**config.mk**
```make
export PLATFORM = sky130hd
export DESIGN_NAME = priority_event_dispatcher_core_flat
export DESIGN_NICKNAME = d
export VERILOG_FILES = /design/src/ped_pkg.sv /design/src/ped_in_if.sv /design/src/ped_out_if.sv /design/src/priority_event_dispatcher_core.sv /design/src/flat_wrapper.sv
export SDC_FILE = /design/constraint.sdc
export NUM_CORES = 2
export LEC_CHECK = 0
export ABC_AREA = 1
export BUFFER_PORTS_ARGS = -buffer_cell sky130_fd_sc_hd__buf_4
export CAP_MARGIN = 40
export CELL_PAD_IN_SITES_DETAIL_PLACEMENT = 1
export CELL_PAD_IN_SITES_GLOBAL_PLACEMENT = 1
export CORE_MARGIN = 3
export CORE_UTILIZATION = 52
export CTS_BUF_LIST = sky130_fd_sc_hd__clkbuf_8
export DETAILED_ROUTE_END_ITERATION = 7
export PLACE_DENSITY_LB_ADDON = 0.1
export SLEW_MARGIN = 20
export SYNTH_ARGS = -nofsm -noshare
export SYNTH_HDL_FRONTEND = slang
export SYNTH_SLANG_ARGS = --single-unit
```
**constraint.sdc**
```tcl
create_clock -name clk -period 17.1 [get_ports clk]
set_input_delay 1.71 -clock clk [delete_from_list [all_inputs] [get_ports clk]]
set_output_delay 1.71 -clock clk [all_outputs]
set_load 0.02 [all_outputs]
```
**src/ped_pkg.sv**
```systemverilog
// Shared constants and types for the priority event dispatcher.
package ped_pkg;

    localparam int TASK_ID_W    = 3;
    localparam int SIG_W        = 8;
    localparam int PARAM_W      = 16;
    localparam int PRIO_W       = 4;
    localparam int MASK_W       = 8;
    localparam int AGE_W        = 8;
    localparam int CFG_INDEX_W  = 3;
    localparam int CFG_DATA_W   = 64;
    localparam int PACKED_TASKS = 8;
    localparam int PRIO_LEVELS  = 16;

    localparam logic [AGE_W-1:0]  AGE_MAX  = {AGE_W{1'b1}};
    localparam logic [PRIO_W-1:0] PRIO_TOP = PRIO_W'(PRIO_LEVELS - 1);

    typedef enum logic
    {
        CMD_POST     = 1'b0,
        CMD_DISPATCH = 1'b1
    } command_t;

    typedef enum logic [CFG_INDEX_W-1:0]
    {
        CFG_TASK_COUNT       = 3'd0,
        CFG_TASK_PRIORITIES  = 3'd1,
        CFG_SIGNAL_MASKS     = 3'd2,
        CFG_INTERRUPT_LEVEL  = 3'd3,
        CFG_BROADCAST_ENABLE = 3'd4
    } cfg_index_t;

    typedef struct packed
    {
        logic [SIG_W-1:0]   sig;
        logic [PARAM_W-1:0] param;
    } event_t;

endpackage

```
**src/ped_in_if.sv**
```systemverilog
// Command channel: valid/ready handshake carrying one post or dispatch item.
interface ped_in_if;
    logic                          valid;
    logic                          ready;
    logic                          command;
    logic [ped_pkg::TASK_ID_W-1:0] target_task;
    logic                          broadcast;
    logic [ped_pkg::SIG_W-1:0]     event_signal;
    logic [ped_pkg::PARAM_W-1:0]   event_param;
    logic [ped_pkg::PRIO_W-1:0]    current_priority;

    modport source
    (
        output valid, command, target_task, broadcast, event_signal, event_param,
               current_priority,
        input  ready
    );

    modport sink
    (
        input  valid, command, target_task, broadcast, event_signal, event_param,
               current_priority,
        output ready
    );
endinterface

```
**src/ped_out_if.sv**
```systemverilog
// Result channel: valid/ready handshake carrying one post or dispatch result item.
interface ped_out_if;
    logic                          valid;
    logic                          ready;
    logic                          post_accepted;
    logic                          dispatched;
    logic [ped_pkg::TASK_ID_W-1:0] dispatch_task;
    logic [ped_pkg::SIG_W-1:0]     dispatch_signal;
    logic [ped_pkg::PARAM_W-1:0]   dispatch_param;
    logic [ped_pkg::PRIO_W-1:0]    dispatch_priority;

    modport source
    (
        output valid, post_accepted, dispatched, dispatch_task, dispatch_signal,
               dispatch_param, dispatch_priority,
        input  ready
    );

    modport sink
    (
        input  valid, post_accepted, dispatched, dispatch_task, dispatch_signal,
               dispatch_param, dispatch_priority,
        output ready
    );
endinterface

```
**src/priority_event_dispatcher_core.sv**
```systemverilog
// Priority event dispatcher: per-task event queues with priority dispatch.
//
// Channels: in_ch takes command items (post or dispatch), out_ch returns one
// result item per command. Both use valid/ready; an item moves on a rising
// edge with valid and ready high. Registers are written through cfg_we,
// cfg_index and cfg_data; the user must write them only while no command is
// in flight; the block does not enforce it. Items pass from the input register
// through one queue update and priority/age selection into the result register,
// one item per cycle while out_ch does not stall. A post stores into one task's
// queue, or into every existing task whose mask shares a bit with the signal
// when broadcast is on. If the current priority is below the interrupt level, a
// dispatch pops the oldest event of the highest-priority ready task whose
// priority exceeds the current one, oldest-ready first on ties. Reset empties all
// queues, clears readiness ages and loads register defaults (interrupt level 15,
// everything else 0). When out_ch stalls, the result is held and one more item
// is taken into the input register; in_ch.ready drops until the result is taken.
module priority_event_dispatcher_core #(
    parameter int MAX_TASKS   = 8,
    parameter int QUEUE_DEPTH = 4
) (
    input  logic                               clk,
    input  logic                               rst_n,
    input  logic                               cfg_we,
    input  logic [ped_pkg::CFG_INDEX_W-1:0]    cfg_index,
    input  logic [ped_pkg::CFG_DATA_W-1:0]     cfg_data,
    ped_in_if.sink                             in_ch,
    ped_out_if.source                          out_ch
);

    localparam int TW = (MAX_TASKS > 1) ? $clog2(MAX_TASKS) : 1;
    localparam int QW = $clog2(QUEUE_DEPTH);
    localparam int FW = $clog2(QUEUE_DEPTH + 1);
    localparam int CW = $clog2(MAX_TASKS + 1);
    localparam int NW = 5;
    localparam logic [FW-1:0] FILL_FULL = FW'(QUEUE_DEPTH);
    localparam logic [FW-1:0] FILL_ONE  = FW'(1);
    localparam logic [QW-1:0] PTR_LAST  = QW'(QUEUE_DEPTH - 1);
    localparam logic [NW-1:0] TASK_MAX  = NW'(MAX_TASKS);

    // configuration
    logic [3:0]                       task_count_reg;
    logic [31:0]                      task_prio_reg;
    logic [63:0]                      sig_mask_reg;
    logic [ped_pkg::PRIO_W-1:0]       int_level_reg;
    logic                             bcast_en_reg;

    // input register
    logic                             in_valid_reg;
    logic                             cmd_reg;
    logic [ped_pkg::TASK_ID_W-1:0]    target_reg;
    logic                             bcast_reg;
    logic [ped_pkg::SIG_W-1:0]        sig_reg;
    logic [ped_pkg::PARAM_W-1:0]      param_reg;
    logic [ped_pkg::PRIO_W-1:0]       cur_reg;

    // queues
    ped_pkg::event_t                  queue_reg [MAX_TASKS][QUEUE_DEPTH];
    logic [QW-1:0]                    wr_ptr_reg  [MAX_TASKS];
    logic [QW-1:0]                    wr_ptr_next [MAX_TASKS];
    logic [QW-1:0]                    rd_ptr_reg  [MAX_TASKS];
    logic [QW-1:0]                    rd_ptr_next [MAX_TASKS];
    logic [FW-1:0]                    fill_reg    [MAX_TASKS];
    logic [FW-1:0]                    fill_next   [MAX_TASKS];
    logic [ped_pkg::AGE_W-1:0]        age_reg     [MAX_TASKS];
    logic [ped_pkg::AGE_W-1:0]        age_next    [MAX_TASKS];

    // result register
    logic                             out_valid_reg;
    logic                             post_acc_reg;
    logic                             post_acc_next;
    logic                             disp_reg;
    logic                             disp_next;
    logic [ped_pkg::TASK_ID_W-1:0]    disp_task_reg;
    logic [ped_pkg::TASK_ID_W-1:0]    disp_task_next;
    logic [ped_pkg::SIG_W-1:0]        disp_sig_reg;
    logic [ped_pkg::SIG_W-1:0]        disp_sig_next;
    logic [ped_pkg::PARAM_W-1:0]      disp_param_reg;
    logic [ped_pkg::PARAM_W-1:0]      disp_param_next;
    logic [ped_pkg::PRIO_W-1:0]       disp_prio_reg;
    logic [ped_pkg::PRIO_W-1:0]       disp_prio_next;

    logic                             process;
    logic                             in_take;
    logic [NW-1:0]                    n_tasks;
    logic [ped_pkg::PRIO_W-1:0]       prio_w [MAX_TASKS];
    logic [ped_pkg::MASK_W-1:0]       mask_w [MAX_TASKS];
    logic [MAX_TASKS-1:0]             store_en;
    logic [MAX_TASKS-1:0]             newly;
    ped_pkg::event_t                  new_event;

    assign process   = in_valid_reg && (!out_valid_reg || out_ch.ready);
    assign in_take   = in_ch.valid && in_ch.ready;
    assign in_ch.ready = !in_valid_reg || process;

    assign n_tasks = ({1'b0, task_count_reg} > TASK_MAX) ? TASK_MAX : {1'b0, task_count_reg};
    assign new_event.sig   = sig_reg;
    assign new_event.param = param_reg;

    // unpack per-task priority and mask; tasks beyond the packing get zero
    for (genvar g = 0; g < MAX_TASKS; g++)
    begin : g_task_cfg
        if (g < ped_pkg::PACKED_TASKS)
        begin : g_packed
            logic [ped_pkg::PRIO_W-1:0] raw_prio;
            assign raw_prio  = task_prio_reg[g*ped_pkg::PRIO_W +: ped_pkg::PRIO_W];
            assign prio_w[g] = (raw_prio > ped_pkg::PRIO_TOP) ? ped_pkg::PRIO_TOP : raw_prio;
            assign mask_w[g] = sig_mask_reg[g*ped_pkg::MASK_W +: ped_pkg::MASK_W];
        end
        else
        begin : g_unpacked
            assign prio_w[g] = '0;
            assign mask_w[g] = '0;
        end
    end

    always_comb
    begin
        logic                         is_post;
        logic                         use_bcast;
        logic                         exists;
        logic                         match;
        logic                         acc;
        logic                         found;
        logic [TW-1:0]                best;
        logic [ped_pkg::PRIO_W-1:0]   bp;
        logic [ped_pkg::AGE_W-1:0]    best_age;
        logic                         disp_ok;
        logic [CW-1:0]                new_cnt;
        logic [CW-1:0]                newer_cnt;
        logic [ped_pkg::AGE_W:0]      age_sum;
        ped_pkg::event_t              head;

        is_post   = (cmd_reg == ped_pkg::CMD_POST);
        use_bcast = bcast_reg && bcast_en_reg;
        acc       = 1'b0;

        for (int i = 0; i < MAX_TASKS; i++)
        begin
            exists = (NW'(i) < n_tasks);
            if (use_bcast)
                match = exists && ((mask_w[i] & sig_reg) != '0);
            else
                match = exists && (int'(target_reg) == i);
            store_en[i] = is_post && match && (fill_reg[i] != FILL_FULL);
            newly[i]    = store_en[i] && (fill_reg[i] == '0);
            if (match)
                acc = store_en[i];
        end
        new_cnt = CW'($countones(newly));

        // pick highest priority, then oldest ready
        found    = 1'b0;
        best     = '0;
        bp       = '0;
        best_age = '0;
        for (int i = 0; i < MAX_TASKS; i++)
        begin
            if (fill_reg[i] != '0 &&
                (!found || prio_w[i] > bp || (prio_w[i] == bp && age_reg[i] > best_age)))
            begin
                found    = 1'b1;
                best     = TW'(i);
                bp       = prio_w[i];
                best_age = age_reg[i];
            end
        end
        disp_ok = !is_post && (cur_reg < int_level_reg) && found && (bp > cur_reg);
        head    = queue_reg[best][rd_ptr_reg[best]];

        for (int i = 0; i < MAX_TASKS; i++)
        begin
            wr_ptr_next[i] = wr_ptr_reg[i];
            rd_ptr_next[i] = rd_ptr_reg[i];
            fill_next[i]   = fill_reg[i];
            age_next[i]    = age_reg[i];
            newer_cnt      = CW'($countones(newly >> (i + 1)));
            age_sum        = {1'b0, age_reg[i]} + (ped_pkg::AGE_W + 1)'(new_cnt);
            if (store_en[i])
            begin
                wr_ptr_next[i] = (wr_ptr_reg[i] == PTR_LAST) ? '0 : wr_ptr_reg[i] + 1'b1;
                fill_next[i]   = fill_reg[i] + 1'b1;
            end
            if (newly[i])
                age_next[i] = ped_pkg::AGE_W'(newer_cnt);
            else if (fill_reg[i] != '0)
                age_next[i] = age_sum[ped_pkg::AGE_W] ? ped_pkg::AGE_MAX
                                                      : age_sum[ped_pkg::AGE_W-1:0];
            if (disp_ok && best == TW'(i))
            begin
                rd_ptr_next[i] = (rd_ptr_reg[i] == PTR_LAST) ? '0 : rd_ptr_reg[i] + 1'b1;
                fill_next[i]   = fill_reg[i] - 1'b1;
                if (fill_reg[i] == FILL_ONE)
                    age_next[i] = '0;
            end
        end

        post_acc_next   = is_post && acc;
        disp_next       = disp_ok;
        disp_task_next  = disp_ok ? ped_pkg::TASK_ID_W'(best) : '0;
        disp_sig_next   = disp_ok ? head.sig : '0;
        disp_param_next = disp_ok ? head.param : '0;
        disp_prio_next  = disp_ok ? bp : '0;
    end

    always_ff @(posedge clk or negedge rst_n)
    begin
        if (!rst_n)
        begin
            task_count_reg <= '0;
            task_prio_reg  <= '0;
            sig_mask_reg   <= '0;
            int_level_reg  <= '1;
            bcast_en_reg   <= 1'b0;
        end
        else if (cfg_we)
        begin
            unique case (cfg_index)
                ped_pkg::CFG_TASK_COUNT:       task_count_reg <= cfg_data[3:0];
                ped_pkg::CFG_TASK_PRIORITIES:  task_prio_reg  <= cfg_data[31:0];
                ped_pkg::CFG_SIGNAL_MASKS:     sig_mask_reg   <= cfg_data;
                ped_pkg::CFG_INTERRUPT_LEVEL:  int_level_reg  <= cfg_data[ped_pkg::PRIO_W-1:0];
                ped_pkg::CFG_BROADCAST_ENABLE: bcast_en_reg   <= cfg_data[0];
                default:                       ;
            endcase
        end
    end

    always_ff @(posedge clk or negedge rst_n)
    begin
        if (!rst_n)
        begin
            in_valid_reg  <= 1'b0;
            out_valid_reg <= 1'b0;
            for (int i = 0; i < MAX_TASKS; i++)
            begin
                wr_ptr_reg[i] <= '0;
                rd_ptr_reg[i] <= '0;
                fill_reg[i]   <= '0;
                age_reg[i]    <= '0;
            end
        end
        else
        begin
            if (in_take)
                in_valid_reg <= 1'b1;
            else if (process)
                in_valid_reg <= 1'b0;

            if (process)
                out_valid_reg <= 1'b1;
            else if (out_ch.ready)
                out_valid_reg <= 1'b0;

            if (process)
            begin
                for (int i = 0; i < MAX_TASKS; i++)
                begin
                    wr_ptr_reg[i] <= wr_ptr_next[i];
                    rd_ptr_reg[i] <= rd_ptr_next[i];
                    fill_reg[i]   <= fill_next[i];
                    age_reg[i]    <= age_next[i];
                end
            end
        end
    end

    always_ff @(posedge clk)
    begin
        if (in_take)
        begin
            cmd_reg    <= in_ch.command;
            target_reg <= in_ch.target_task;
            bcast_reg  <= in_ch.broadcast;
            sig_reg    <= in_ch.event_signal;
            param_reg  <= in_ch.event_param;
            cur_reg    <= in_ch.current_priority;
        end
        if (process)
        begin
            post_acc_reg   <= post_acc_next;
            disp_reg       <= disp_next;
            disp_task_reg  <= disp_task_next;
            disp_sig_reg   <= disp_sig_next;
            disp_param_reg <= disp_param_next;
            disp_prio_reg  <= disp_prio_next;
            for (int i = 0; i < MAX_TASKS; i++)
            begin
                if (store_en[i])
                    queue_reg[i][wr_ptr_reg[i]] <= new_event;
            end
        end
    end

    assign out_ch.valid             = out_valid_reg;
    assign out_ch.post_accepted     = post_acc_reg;
    assign out_ch.dispatched        = disp_reg;
    assign out_ch.dispatch_task     = disp_task_reg;
    assign out_ch.dispatch_signal   = disp_sig_reg;
    assign out_ch.dispatch_param    = disp_param_reg;
    assign out_ch.dispatch_priority = disp_prio_reg;

endmodule

```
**src/flat_wrapper.sv**
```systemverilog
// flat-port wrapper written by rule: the top's interface ports become plain ports
module priority_event_dispatcher_core_flat 
#(
    parameter int MAX_TASKS   = 8,
    parameter int QUEUE_DEPTH = 4
)
  (clk, rst_n, cfg_we, cfg_index, cfg_data, in_ch_valid, in_ch_command, in_ch_target_task, in_ch_broadcast, in_ch_event_signal, in_ch_event_param, in_ch_current_priority, in_ch_ready, out_ch_valid, out_ch_post_accepted, out_ch_dispatched, out_ch_dispatch_task, out_ch_dispatch_signal, out_ch_dispatch_param, out_ch_dispatch_priority, out_ch_ready);
  ped_in_if in_ch_i ();
  ped_out_if out_ch_i ();
  input  logic clk;
  input  logic rst_n;
  input  logic cfg_we;
  input  logic [ped_pkg::CFG_INDEX_W-1:0] cfg_index;
  input  logic [ped_pkg::CFG_DATA_W-1:0] cfg_data;
  input wire logic [$bits(in_ch_i.valid)-1:0] in_ch_valid;
  input wire logic [$bits(in_ch_i.command)-1:0] in_ch_command;
  input wire logic [$bits(in_ch_i.target_task)-1:0] in_ch_target_task;
  input wire logic [$bits(in_ch_i.broadcast)-1:0] in_ch_broadcast;
  input wire logic [$bits(in_ch_i.event_signal)-1:0] in_ch_event_signal;
  input wire logic [$bits(in_ch_i.event_param)-1:0] in_ch_event_param;
  input wire logic [$bits(in_ch_i.current_priority)-1:0] in_ch_current_priority;
  output wire logic [$bits(in_ch_i.ready)-1:0] in_ch_ready;
  output wire logic [$bits(out_ch_i.valid)-1:0] out_ch_valid;
  output wire logic [$bits(out_ch_i.post_accepted)-1:0] out_ch_post_accepted;
  output wire logic [$bits(out_ch_i.dispatched)-1:0] out_ch_dispatched;
  output wire logic [$bits(out_ch_i.dispatch_task)-1:0] out_ch_dispatch_task;
  output wire logic [$bits(out_ch_i.dispatch_signal)-1:0] out_ch_dispatch_signal;
  output wire logic [$bits(out_ch_i.dispatch_param)-1:0] out_ch_dispatch_param;
  output wire logic [$bits(out_ch_i.dispatch_priority)-1:0] out_ch_dispatch_priority;
  input wire logic [$bits(out_ch_i.ready)-1:0] out_ch_ready;
  assign in_ch_i.valid = in_ch_valid;
  assign in_ch_i.command = in_ch_command;
  assign in_ch_i.target_task = in_ch_target_task;
  assign in_ch_i.broadcast = in_ch_broadcast;
  assign in_ch_i.event_signal = in_ch_event_signal;
  assign in_ch_i.event_param = in_ch_event_param;
  assign in_ch_i.current_priority = in_ch_current_priority;
  assign in_ch_ready = in_ch_i.ready;
  assign out_ch_valid = out_ch_i.valid;
  assign out_ch_post_accepted = out_ch_i.post_accepted;
  assign out_ch_dispatched = out_ch_i.dispatched;
  assign out_ch_dispatch_task = out_ch_i.dispatch_task;
  assign out_ch_dispatch_signal = out_ch_i.dispatch_signal;
  assign out_ch_dispatch_param = out_ch_i.dispatch_param;
  assign out_ch_dispatch_priority = out_ch_i.dispatch_priority;
  assign out_ch_i.ready = out_ch_ready;
  priority_event_dispatcher_core #(.MAX_TASKS(MAX_TASKS), .QUEUE_DEPTH(QUEUE_DEPTH)) u_core (.clk(clk), .rst_n(rst_n), .cfg_we(cfg_we), .cfg_index(cfg_index), .cfg_data(cfg_data), .in_ch(in_ch_i), .out_ch(out_ch_i));
endmodule
```
==> reports/results.env <==
ROUTED_VIA_DENSITY=6.04
DETAILED_PLACE.AREA_SQ_MM=0.0537
INITIALDRTVIOLATIONCOUNT=3761
DETAILEDROUTE.FIRSTPASSITERATIONCOUNT=6
ROUTE.FINAL.WIRE_LENGTH_MICRONS=171000
SLEW_VIOLATIONS=0
YS_TOP_CELLS_BY_AREA='edfxtp_1 (49%), dfrtp_1 (11%), nand2_1 (7.8%)'
CLKSINKCOUNT=1061
MAX_CLOCK_FREQ_MHz=65.2
INITIAL_ANTENNA_VIOLATION_COUNT=5
HTREEDEPTH=4
SYNTHMOSTINSTANTIATEDCELL='nand2_1'
FINAL_MIN_PERIOD_OVER_CLOCK_PERIOD_PCT=89.7
NUM-FILL-CELLS=10600
WORSTHOLDPATHTYPE='reg -> reg'
WIRE_PER_INST_MICRONS=26.0
CTS.PATH.MAX_BUFFERS=3
CTS_BUFFERS=176
YOSYSTOPAREACELLSHARE_PCT=49.3
CRITICAL_PATH_ARRIVAL_PS=16090
SYNTHESIS.AREA_PER_INSTANCE_SQ_UM=10.2
GLOBAL_ROUTE.OVERFLOW_TOTAL=0
SEQ_AREA_SQ_MM=0.0307
POST_ROUTE_CELLS_DRIVE_ABOVE_1_SHARE_PCT=11.4
SETUP.WORST_PATH.END_CLASS='flop'
YS_SEQ_AREA_SHARE_PCT=60.4
HOLD_VIOL_FINAL=0
PLACED_CELLS_INCL_TAPS=6253
CTS-ROOT-BUF='clkbuf_8'
FINALSETUPVIOLATIONS=0
DEPTH_OF_THE_WORST_REGISTER_TO_REGISTER_PATH=86
POST_SYNTH_EDFFS=834
WORST_SLEW_PIN_SLEW_PS=1050
PATH_CLASS='reg -> reg'
MAX_STAGE_DELAY_PS=590
SYNTH_AREA_SQ_MM=0.0508
LAYOUT.CELL_AREA.NON_FILLER_SQ_MM=0.0571
R2R_START='u_core.fill_reg[21]'
PORT_BUFFERS=139
CRITICAL_PATH_REQUIRED_PS=17850
MAX_SLEW_HEADROOM_PCT=30.2
MAX-CAP-VIOLATIONS=0
YOSYS.AREA.TOP_TYPE='edfxtp_1'
SYNTHTOLAYOUTAREAGROWTH_PCT=12.4
GROUTE.USAGE.OVERALL_PCT=33.5
FIN_SETUP_TNS_PS=0
MAPPEDNETLISTNETS=5318
GRT_START_MAX_NET_PINS=153
CRIT_TOP_CELL='nand2_1'
YS.WARNINGS.COUNT=0
STATUS='complete, no violations'
TIMING.CRITICAL_PATH.FANOUT_MAX=52
PLACEMENTROWS=114
LARGEST_REG_FLOPS=768
FIN_WORST_SKEW_PS=62.1
FIN_NETS=5490
POST_SYNTH_TOP_FLOP='edfxtp_1'
LAUNCH_POINT_OF_THE_CRITICAL_PATH='u_core.fill_reg[21]'
IOS=140
SETUP_REPAIR_AFTER_GLOBAL_ROUTING_MISSED_ITS_MARGIN='false'
COREAREA_SQ_MM=0.0969
FLOORPLAN.INITIALDENSITY_PCT=52.5
DRTANTENNAVIOLNETS=0
DIE_AREA_SQ_MM=0.102
DIE_WIDTH_MICRONS=319
FINAL-INSTANCE-COUNT-EXCL-FILL=6571
HOLDCRITSTARTPOINT='u_core.task_prio_reg[16]'
POSTSYNTH.ASYNCRESETSHARE_PCT=21.4
CRITICAL_PATH.SLOWEST_CELL='nand2_4'
WORST_SETUP_HOLD_PATH_CLK_SLEW_PS=60
GRT_PASS1_WL_MICRONS=257000
DRCVIOLATIONCOUNT=0
CTS_TREE='built'
VIA_COUNT=39700
CRIT_PATH_START_KIND='flop'
GP_ROUTABILITY_CONGESTION=0.880
YOSYS.CELL_TYPES.COUNT=56
DIE_Y_MICRONS=319
POST_SYNTHESIS_REGISTER_BIT_COUNT=1061
GATE_COUNT_AFTER_TECHNOLOGY_MAPPING=4984
GRT_PASS1_VIAS=42300
FINAL_UTIL_PCT=59.0
MIN_DELAY_PATH_DEPTH=2
CLOCK_INSERTION_DELAY_WORST_SKEW_PS=890
FINAL.MIN_CLOCK_PERIOD_PS=15330
MULTI_INPUT_AREA_SQ_MM=0.0175
SYNTH.TOP_CELLS.BY_COUNT='nand2_1 (1,061), edfxtp_1 (834), nand3_1 (664)'
DETAILED_PLACE_HPWL_MICRONS=108000
==> cell type report <==
class | instances | share of cell area [%]
well taps | 1276 | 2.79
diodes | 4 | 0.0175
multi-input cells | 3227 | 30.6
clock buffers | 202 | 4.87
clock inverters | 111 | 1.01
inverters | 454 | 2.99
repair buffers | 236 | 3.93
flip-flops and latches | 1061 | 53.8
==> worst max-delay path: cells and delay by family (launching register included) <==
family	cells	cell delay, ps
flops	1	410
compound gates	16	3470
fa+ha+maj	9	2730
buf+inv	8	1150
simple gates	52	7250
xor+xnor	1	170
==> kinds of logic (layout without fill, tap and decap cells) <==
logic type,count (synthesis),count (layout),share of synthesized area [%]
xor+xnor,44,44,0.758
buf+inv,696,1003,5.65
simple gates,2404,2404,20.7
mux,38,38,0.842
other cells,0,4,0
fa+ha+maj,229,229,5.93
flops,1061,1061,60.4
compound gates,512,512,5.67
==> path summary, 6_finish.rpt <==
path                       slack [ps]                  endpoint
min in group asynchronous         780        u_core.age_reg[21]
max reg2reg                      1770        u_core.fill_reg[5]
min                               490  u_core.task_prio_reg[16]
max                              1770        u_core.fill_reg[5]
min reg2reg                       490  u_core.task_prio_reg[16]
max in group asynchronous       14880   u_core.sig_mask_reg[48]
==> routing by layer <==
| layer | part of all wire (%) | routed length, microns | vias up | global-route usage, % |
|---|---|---|---|---|
| li1 | - | - | 17500 | - |
| met1 | 38 | 65200 | 20100 | 41.1 |
| met2 | 49 | 84100 | 1674 | 57.2 |
| met3 | 6.8 | 11700 | 466 | 5.20 |
| met4 | 6.0 | 10200 | 0 | 18.2 |
| met5 | 0 | 0 | - | 0 |
==> through the flow <==
stage               hold slack [ps]  setup WS, ps
finish                          485          1770
global route                    511          71.1
CTS                             489          1490
detailed placement              474          1700
global placement                467          2040
floorplan                       453          4380
==> repair_timing <==
action,4_1_cts,5_1_grt
hold buffers,0,0
resized for setup,0,1
setup buffers,0,0
endpoints found under the setup margin,0,30
==> layout by cell type (no fill, tap or decap), drive strengths merged, types with 14 or more instances in the layout <==
cell    Yosys  routed
a221oi     14      14
fa         20      20
o21ai     260     260
a21oi     119     119
nor2      424     424
xor2       36      36
inv       451     524
buf       153     236
edfxtp    834     834
clkbuf     89     202
a22o       14      14
ha        209     209
nand3b     27      27
clkinv      3      38
nand2    1078    1078
dfrtp     223     223
nor3       65      65
o22ai      49      49
mux2       38      38
nand4     114     114
or2        19      19
nand3     665     665
Power is not shown: default switching activity piles up to over one toggle a cycle in this logic, so the estimate is an artifact.
